### src/hdl/selg_pkg.sv
`timescale 1ns / 1ps
// ----------------------------------------------------------------------------
// selg_pkg: shared types and constants for the sonar echo longest gap unit
// Field widths of the result word and fixed constants of the echo scale.
// ----------------------------------------------------------------------------
package selg_pkg;

	localparam int SAMPLE_W     = 8;
	localparam int RUN_START_W  = 11;
	localparam int RUN_LENGTH_W = 12;
	localparam int DISTANCE_W   = 16;

	// One sample step of the echo is 27/4 mm, so distance is start * 27 in quarter mm.
	localparam int unsigned DIST_PER_SAMPLE_QMM = 27;

	localparam logic [SAMPLE_W-1:0] THRESHOLD_RESET = 8'd80;

	typedef logic [SAMPLE_W-1:0] sample_t;

endpackage

### src/hdl/selg_run_tracker.sv
`timescale 1ns / 1ps
// ----------------------------------------------------------------------------
// selg_run_tracker: quiet run tracking over one echo record
// Holds the record state, updates it for one word per cycle while advance is
// high, and presents the longest quiet run once the record's last word closes it.
// ----------------------------------------------------------------------------
module selg_run_tracker
	import selg_pkg::*;
#(
	parameter int MAX_SAMPLES = 2048
) (
	input  logic                               clk,
	input  logic                               arst_n,
	input  logic                               advance,
	input  sample_t                            sample,
	input  logic                               last,
	input  sample_t                            threshold,
	output logic                               res_found,
	output logic [$clog2(MAX_SAMPLES)-1:0]     res_start,
	output logic [$clog2(MAX_SAMPLES+1)-1:0]   res_length
);

	localparam int IDX_W = $clog2(MAX_SAMPLES + 1);
	localparam int POS_W = $clog2(MAX_SAMPLES);
	localparam int LEN_W = IDX_W;

	logic [IDX_W-1:0] idx_q;
	logic             in_run_q;
	logic [POS_W-1:0] cur_start_q;
	logic [LEN_W-1:0] cur_len_q;
	logic [POS_W-1:0] best_start_q;
	logic [LEN_W-1:0] best_len_q;

	logic [IDX_W-1:0] idx_d;
	logic             in_run_d;
	logic [POS_W-1:0] cur_start_d;
	logic [LEN_W-1:0] cur_len_d;
	logic [POS_W-1:0] best_start_d;
	logic [LEN_W-1:0] best_len_d;

	logic active;
	logic quiet;

	assign active = idx_q < IDX_W'(MAX_SAMPLES);
	assign quiet  = sample < threshold;

	always_comb begin
		idx_d        = idx_q;
		in_run_d     = in_run_q;
		cur_start_d  = cur_start_q;
		cur_len_d    = cur_len_q;
		best_start_d = best_start_q;
		best_len_d   = best_len_q;

		if (active) begin
			if (quiet) begin
				if (!in_run_q) begin
					cur_start_d = idx_q[POS_W-1:0];
					cur_len_d   = LEN_W'(1);
				end else begin
					cur_len_d = cur_len_q + LEN_W'(1);
				end
				in_run_d = 1'b1;
			end else if (in_run_q) begin
				if (cur_len_q > best_len_q) begin
					best_len_d   = cur_len_q;
					best_start_d = cur_start_q;
				end
				in_run_d  = 1'b0;
				cur_len_d = '0;
			end
			idx_d = idx_q + IDX_W'(1);
		end

		// A run still open on the last word counts as closed; ties keep the earlier run.
		res_start  = best_start_d;
		res_length = best_len_d;
		if (in_run_d && (cur_len_d > best_len_d)) begin
			res_start  = cur_start_d;
			res_length = cur_len_d;
		end
		res_found = res_length != '0;
	end

	always_ff @(posedge clk or negedge arst_n) begin
		if (!arst_n) begin
			idx_q        <= '0;
			in_run_q     <= 1'b0;
			cur_start_q  <= '0;
			cur_len_q    <= '0;
			best_start_q <= '0;
			best_len_q   <= '0;
		end else if (advance) begin
			if (last) begin
				idx_q        <= '0;
				in_run_q     <= 1'b0;
				cur_start_q  <= '0;
				cur_len_q    <= '0;
				best_start_q <= '0;
				best_len_q   <= '0;
			end else begin
				idx_q        <= idx_d;
				in_run_q     <= in_run_d;
				cur_start_q  <= cur_start_d;
				cur_len_q    <= cur_len_d;
				best_start_q <= best_start_d;
				best_len_q   <= best_len_d;
			end
		end
	end

`ifndef SYNTHESIS
	a_open_run_nonempty: assert property (@(posedge clk) disable iff (!arst_n)
		in_run_q == (cur_len_q != '0))
		else $error("open run flag disagrees with run length");

	a_run_within_record: assert property (@(posedge clk) disable iff (!arst_n)
		(cur_len_q <= idx_q) && (best_len_q <= idx_q))
		else $error("run length exceeds samples taken");

	a_record_cleared: assert property (@(posedge clk) disable iff (!arst_n)
		advance && last |=> (idx_q == '0) && !in_run_q && (best_len_q == '0))
		else $error("record state not cleared after last word");
`endif

endmodule

### src/hdl/selg_result_reg.sv
`timescale 1ns / 1ps
// ----------------------------------------------------------------------------
// selg_result_reg: result register of the longest gap unit
// Captures the closed run, scales the start index to a distance and holds
// the result word until the receiver takes it.
// ----------------------------------------------------------------------------
module selg_result_reg
	import selg_pkg::*;
#(
	parameter int MAX_SAMPLES = 2048
) (
	input  logic                              clk,
	input  logic                              arst_n,
	input  logic                              load,
	input  logic                              res_found,
	input  logic [$clog2(MAX_SAMPLES)-1:0]    res_start,
	input  logic [$clog2(MAX_SAMPLES+1)-1:0]  res_length,
	output logic                              space,
	output logic                              out_valid,
	input  logic                              out_ready,
	output logic                              found,
	output logic [RUN_START_W-1:0]            run_start,
	output logic [RUN_LENGTH_W-1:0]           run_length,
	output logic [DISTANCE_W-1:0]             distance_qmm
);

	logic        valid_q;
	logic        found_q;
	logic [31:0] start_ext;
	logic [31:0] length_ext;
	logic [31:0] dist_full;

	assign start_ext  = 32'(res_start);
	assign length_ext = 32'(res_length);
	assign dist_full  = start_ext * DIST_PER_SAMPLE_QMM;

	assign space     = !valid_q || out_ready;
	assign out_valid = valid_q;
	assign found     = found_q;

	always_ff @(posedge clk or negedge arst_n) begin
		if (!arst_n) begin
			valid_q <= 1'b0;
		end else if (space) begin
			valid_q <= load;
		end
	end

	always_ff @(posedge clk) begin
		if (space && load) begin
			found_q      <= res_found;
			run_start    <= start_ext[RUN_START_W-1:0];
			run_length   <= length_ext[RUN_LENGTH_W-1:0];
			distance_qmm <= dist_full[DISTANCE_W-1:0];
		end
	end

`ifndef SYNTHESIS
	a_load_has_room: assert property (@(posedge clk) disable iff (!arst_n)
		load |-> space)
		else $error("result loaded while the held word is not taken");
`endif

endmodule

### src/hdl/sonar_echo_longest_gap_unit.sv
`timescale 1ns / 1ps
// ----------------------------------------------------------------------------
// sonar_echo_longest_gap_unit: longest quiet run in a sonar echo record
// Finds the longest run of samples below low_threshold and reports its
// start, length and distance when the record's last sample arrives.
// ----------------------------------------------------------------------------
// Usage:
//   Input channel (in_valid/in_ready) carries one echo sample per word, with
//   last marking the final sample of a record. Output channel
//   (out_valid/out_ready) carries one result word per record.
//   cfg_wr_en/cfg_wr_data write low_threshold; write it only while the unit
//   is idle.
//   A result word takes this path: the last sample sits in the input register
//   until the result register has room, then the tracker update loads the
//   result register.
//   Throughput: one sample per cycle while no last sample waits for room;
//   the tracker state update is the only loop.
//   Reset clears the record state, empties both registers and sets
//   low_threshold to 80.
//   When the receiver stalls, non-last samples keep flowing; a last sample
//   waits in the input register until the held result is taken, and
//   in_ready is low only while it waits.
// ----------------------------------------------------------------------------
module sonar_echo_longest_gap_unit
	import selg_pkg::*;
#(
	parameter int MAX_SAMPLES = 2048
) (
	input  logic                    clk,
	input  logic                    arst_n,
	input  logic                    in_valid,
	output logic                    in_ready,
	input  logic [SAMPLE_W-1:0]     sample,
	input  logic                    last,
	input  logic                    cfg_wr_en,
	input  logic [SAMPLE_W-1:0]     cfg_wr_data,
	output logic                    out_valid,
	input  logic                    out_ready,
	output logic                    found,
	output logic [RUN_START_W-1:0]  run_start,
	output logic [RUN_LENGTH_W-1:0] run_length,
	output logic [DISTANCE_W-1:0]   distance_qmm
);

	localparam int POS_W = $clog2(MAX_SAMPLES);
	localparam int LEN_W = $clog2(MAX_SAMPLES + 1);

	sample_t    threshold_q;
	logic       valid_s1;
	sample_t    sample_s1;
	logic       last_s1;

	logic             advance;
	logic             space;
	logic             res_found;
	logic [POS_W-1:0] res_start;
	logic [LEN_W-1:0] res_length;

	// A word that ends a record moves on only when the result register has room.
	assign advance  = valid_s1 && (!last_s1 || space);
	assign in_ready = !valid_s1 || advance;

	always_ff @(posedge clk or negedge arst_n) begin
		if (!arst_n) begin
			threshold_q <= THRESHOLD_RESET;
			valid_s1    <= 1'b0;
		end else begin
			if (cfg_wr_en) begin
				threshold_q <= cfg_wr_data;
			end
			if (in_ready) begin
				valid_s1 <= in_valid;
			end
		end
	end

	always_ff @(posedge clk) begin
		if (in_ready && in_valid) begin
			sample_s1 <= sample;
			last_s1   <= last;
		end
	end

	selg_run_tracker #(
		.MAX_SAMPLES(MAX_SAMPLES)
	) u_tracker (
		.clk       (clk),
		.arst_n    (arst_n),
		.advance   (advance),
		.sample    (sample_s1),
		.last      (last_s1),
		.threshold (threshold_q),
		.res_found (res_found),
		.res_start (res_start),
		.res_length(res_length)
	);

	selg_result_reg #(
		.MAX_SAMPLES(MAX_SAMPLES)
	) u_result (
		.clk         (clk),
		.arst_n      (arst_n),
		.load        (advance && last_s1),
		.res_found   (res_found),
		.res_start   (res_start),
		.res_length  (res_length),
		.space       (space),
		.out_valid   (out_valid),
		.out_ready   (out_ready),
		.found       (found),
		.run_start   (run_start),
		.run_length  (run_length),
		.distance_qmm(distance_qmm)
	);

`ifndef SYNTHESIS
	a_last_waits_for_room: assert property (@(posedge clk) disable iff (!arst_n)
		valid_s1 && last_s1 && !space |=> valid_s1 && last_s1)
		else $error("stalled last word left the input register");

	a_plain_word_moves: assert property (@(posedge clk) disable iff (!arst_n)
		valid_s1 && !last_s1 |-> in_ready)
		else $error("input stalled on a word that ends no record");
`endif

endmodule

### config.mk
export PLATFORM = sky130hd
export DESIGN_NAME = sonar_echo_longest_gap_unit
export DESIGN_NICKNAME = d
export VERILOG_FILES = /design/src/hdl/selg_pkg.sv /design/src/hdl/selg_run_tracker.sv /design/src/hdl/selg_result_reg.sv /design/src/hdl/sonar_echo_longest_gap_unit.sv
export SDC_FILE = /design/constraint.sdc
export NUM_CORES = 1
export LEC_CHECK = 0
export ABC_AREA = 0
export BUFFER_PORTS_ARGS = -buffer_cell sky130_fd_sc_hd__buf_2
export CORE_MARGIN = 2
export CORE_UTILIZATION = 62
export CTS_CLUSTER_SIZE = 20
export DETAILED_ROUTE_END_ITERATION = 10
export GPL_TIMING_DRIVEN = 0
export PLACE_DENSITY = 0.83
export SLEW_MARGIN = 20
export SYNTH_ARGS = -nofsm -noshare
export SYNTH_HDL_FRONTEND = slang
export SYNTH_SLANG_ARGS = --single-unit
### constraint.sdc
create_clock -name clk -period 12.7 [get_ports clk]
set_input_delay 1.905 -clock clk [delete_from_list [all_inputs] [get_ports clk]]
set_output_delay 1.905 -clock clk [all_outputs]
set_load 0.02 [all_outputs]
==> impl_metrics.py <==
metrics = {
    "status": {
        "outcome": "completed",
    },
    "sta": {
        "report.final.slew_viol_count": 0,
        "setup_viol": 0,
        "rsz0062_at_grt": "no",
        "finalCritPeriodShare": 0.745,
        "skew_ns": 0.00852,
        "fmax_mhz": 106,
        "hold_viol": 0,
        "worst_slew_pin_slew_ns": 0.851,
        "period_needed_ns": 9.46,
        "setup_tns_ns": 0,
        "relSlewSlack": 0.432,
    },
    "floorplanning": {
        "core_area_um2": 11300,
        "die_h_um": 111,
        "rows": 39,
        "ios": 64,
        "start_util": 0.632,
        "die_x_um": 111,
        "dieArea_um2": 12400,
    },
    "logic_synthesis": {
        "synth_edf_count": 48,
        "syn_nets": 784,
        "ys.flop_type": "dfrtp_1",
        "synth_seq_area_share": 0.443,
        "synth_area_per_cell_um2": 10.5,
        "syn_area_um2": 7160,
        "yosys.area.top_type_share": 0.234,
        "async_reset_ff_frac": 0.590,
        "synth_common_cells": "ha_1, dfrtp_1, inv_1",
        "yosys_warnings": 0,
        "synth_cell_type_count": 64,
        "ys_top_cells_by_area": "dfrtp_1, edfxtp_1, ha_1",
        "ys_ff_latch": 117,
        "netlist_instances": 682,
        "yosys.area.top_type": "dfrtp_1",
        "synth.most_common_cell": "ha_1",
    },
    "cts": {
        "cts.sinks": 117,
        "clock_latency_ns": 0.42,
        "cts_tree": "done",
        "cts-root-buf": "clkbuf_16",
        "path_clk_slew_ns": 0.06,
        "htree_levels": 4,
        "cts_hold_buffers": 0,
        "cts_buffers": 17,
        "cts_buffer_depth": 2,
        "cts_resized": 0,
        "cts_setup_buffers": 0,
    },
    "final_layout": {
        "utilization": 0.733,
        "stdcell_area_um2": 8300,
        "num_antenna_cells": 0,
        "layout-drive-gt1-share": 0.158,
        "nets": 868,
        "area_growth_pct": 16.0,
    },
    "pwr": {
        "worst_ir_drop_vdd_uv": 280,
        "power.leakage_nw": 3.73,
        "p_total_w": 0.00213,
        "powerDensity_nw_per_um2": 256,
    },
    "global_routing": {
        "overflow": 0,
        "grt_use_total": 0.304,
        "grt_pass1_vias": 6031,
        "grt_start_max_net_pins": 50,
        "antenna_found_initial": 0,
        "grt_pass1_wl_um": 29900,
    },
    "setup_path": {
        "critical_path.slowest_cell": "nor2_1",
        "path_class": "reg2reg",
        "cp_slowest_stage_delay_ns": 0.72,
        "r2r_end": "u_result.distance_qmm[14]$_DFFE_PP_",
        "endpoint_kind": "register",
        "cp_data_required_time_ns": 12.87,
        "r2r_start": "threshold_q[6]$_DFFE_PN1P_",
        "cp_top_family": "compound AO/OA/AOI/OAI gates",
        "path_max_fanout": 10,
        "worstRegToRegCells": 31,
        "critical_path_buf_inv_count": 7,
        "path_common_cell": "ha_1",
        "cp.arrival_ns": 9.63,
        "reg2reg_setup_slack_ns": 3.24,
        "setup.worst_path.start_class": "register",
    },
    "routing": {
        "wire_per_inst_um": 19.9,
        "drc_errors": 0,
        "drtIter0Drc": 645,
        "vias_per_cell": 6.49,
        "detail-route-antenna-nets": 0,
        "vias": 5987,
        "routed_wl_um": 18300,
        "firstDrtPassIters": 7,
    },
    "placement": {
        "place_area_um2": 7720,
        "hpwl_um": 13000,
        "port_buffers": 63,
        "place_congestion": 0.948,
    },
    "run": {
        "maxCapViolCount": 0,
    },
    "worst_hold_path": {
        "whs_endpoint": "u_tracker.best_start_q[3]$_DFFE_PN0P_",
        "hp-start": "u_tracker.best_start_q[3]$_DFFE_PN0P_",
        "whs_path_depth": 1,
        "hp-class": "reg2reg",
    },
}
## worst max-delay path by stage
| stage | from | end | slack (ns) | cells after the start |
|---|---|---|---|---|
| 3_5_place_dp | threshold_q[6]$_DFFE_PN1P_ | u_result.distance_qmm[15]$_DFFE_PP_ | 3.61 | 32 |
| 3_3_place_gp | threshold_q[6]$_DFFE_PN1P_ | u_result.distance_qmm[15]$_DFFE_PP_ | 3.82 | 32 |
| 4_1_cts | threshold_q[6]$_DFFE_PN1P_ | u_result.distance_qmm[15]$_DFFE_PP_ | 3.52 | 32 |
| 2_1_floorplan | u_tracker.cur_len_q[9]$_DFFE_PN0P_ | u_result.distance_qmm[15]$_DFFE_PP_ | 5.55 | 32 |
| 6_report | threshold_q[6]$_DFFE_PN1P_ | u_result.distance_qmm[14]$_DFFE_PP_ | 3.24 | 31 |
| 5_1_grt | threshold_q[6]$_DFFE_PN1P_ | u_result.distance_qmm[15]$_DFFE_PP_ | 2.84 | 32 |
## report_power, final
group,leakage (nW),internal [W],switching [W]
combinational,2.06,0.000462,0.000676
sequential,1.39,0.000504,0.0000180
clock,0.279,0.000292,0.000174
total,3.73,0.00126,0.000869
## cell families after synthesis
kind of cell / after synthesis / share of synthesized area
AOI/OAI and AO/OA: 192 / 0.198
and+or+nand+nor: 166 / 0.110
DFF: 117 / 0.443
buffers and inverters: 90 / 0.0489
adders and majority gates: 80 / 0.152
xor gates and xnor gates: 25 / 0.0306
muxes: 12 / 0.0175
## final cells by class
class	count	area, um^2
clock buffer	19	443
tap	143	179
multi-input combinational	475	3650
clock inverter	13	134
inverter	58	218
sequential	117	3170
buffer	32	134
timing repair buffer	65	373
fill	766	3020
## worst register-to-register path, delay by kind of cell, from the launching register on
family                   cells  cell delay [ns]
AO/OA/AOI/OAI               12             2.73
adder cells (fa/ha/maj)      6             2.38
buffers and inverters        7             1.81
AND/OR/NAND/NOR              5             1.59
flip-flops                   1             0.52
XOR/XNOR                     1             0.16
## routing by layer
| layer | wire [um] | track usage |
|---|---|---|
| met5 | 0 | 0 |
| met4 | 454 | 0.126 |
| met3 | 1480 | 0.0691 |
| met2 | 9010 | 0.501 |
| met1 | 7380 | 0.392 |
## stage by stage
step                hold slack [ns]  setup slack [ns]  cells
finish                        0.507              3.24    922
floorplan                     0.466              5.55    682
CTS                           0.505              3.52    922
global route                  0.526              2.84    922
global placement              0.483              3.82    888
detailed placement            0.483              3.61    890
## placed cells by master, fill, tap and decap left out, types with 4 or more instances in the layout
cell type	instances
a21boi_0	8
a21oi_1	35
a22o_1	31
a2bb2oi_1	7
a31oi_1	4
a32oi_1	11
and2_1	5
buf_2	63
clkbuf_1	28
clkbuf_16	17
clkinv_2	5
dfrtp_1	67
edfxtp_1	48
fa_1	12
ha_1	68
inv_1	58
mux2_2	4
mux2i_1	8
nand2_1	38
nand2b_1	9
nand3_1	13
nand4_1	11
nor2_1	56
nor3_1	14
o211ai_1	4
o21a_1	6
o21ai_0	24
o221a_2	5
o221ai_1	5
o22ai_1	20
o2bb2ai_1	7
o31ai_1	4
xnor2_1	13
xor2_1	12
## registers in the layout, indices dropped and copies added, names as in the netlist
name,count
u_result.distance_qmm,16
u_result.run_length,12
u_tracker.best_len_q,12
u_tracker.cur_len_q,12
u_tracker.idx_q,12
u_tracker.best_start_q,11
u_tracker.cur_start_q,11
u_result.run_start,10
sample_s1,8
threshold_q,8
last_s1,1
u_result.found,1
u_result.out_valid,1
u_tracker.in_run_q,1
valid_s1,1
(Power assumes the default switching activity.)
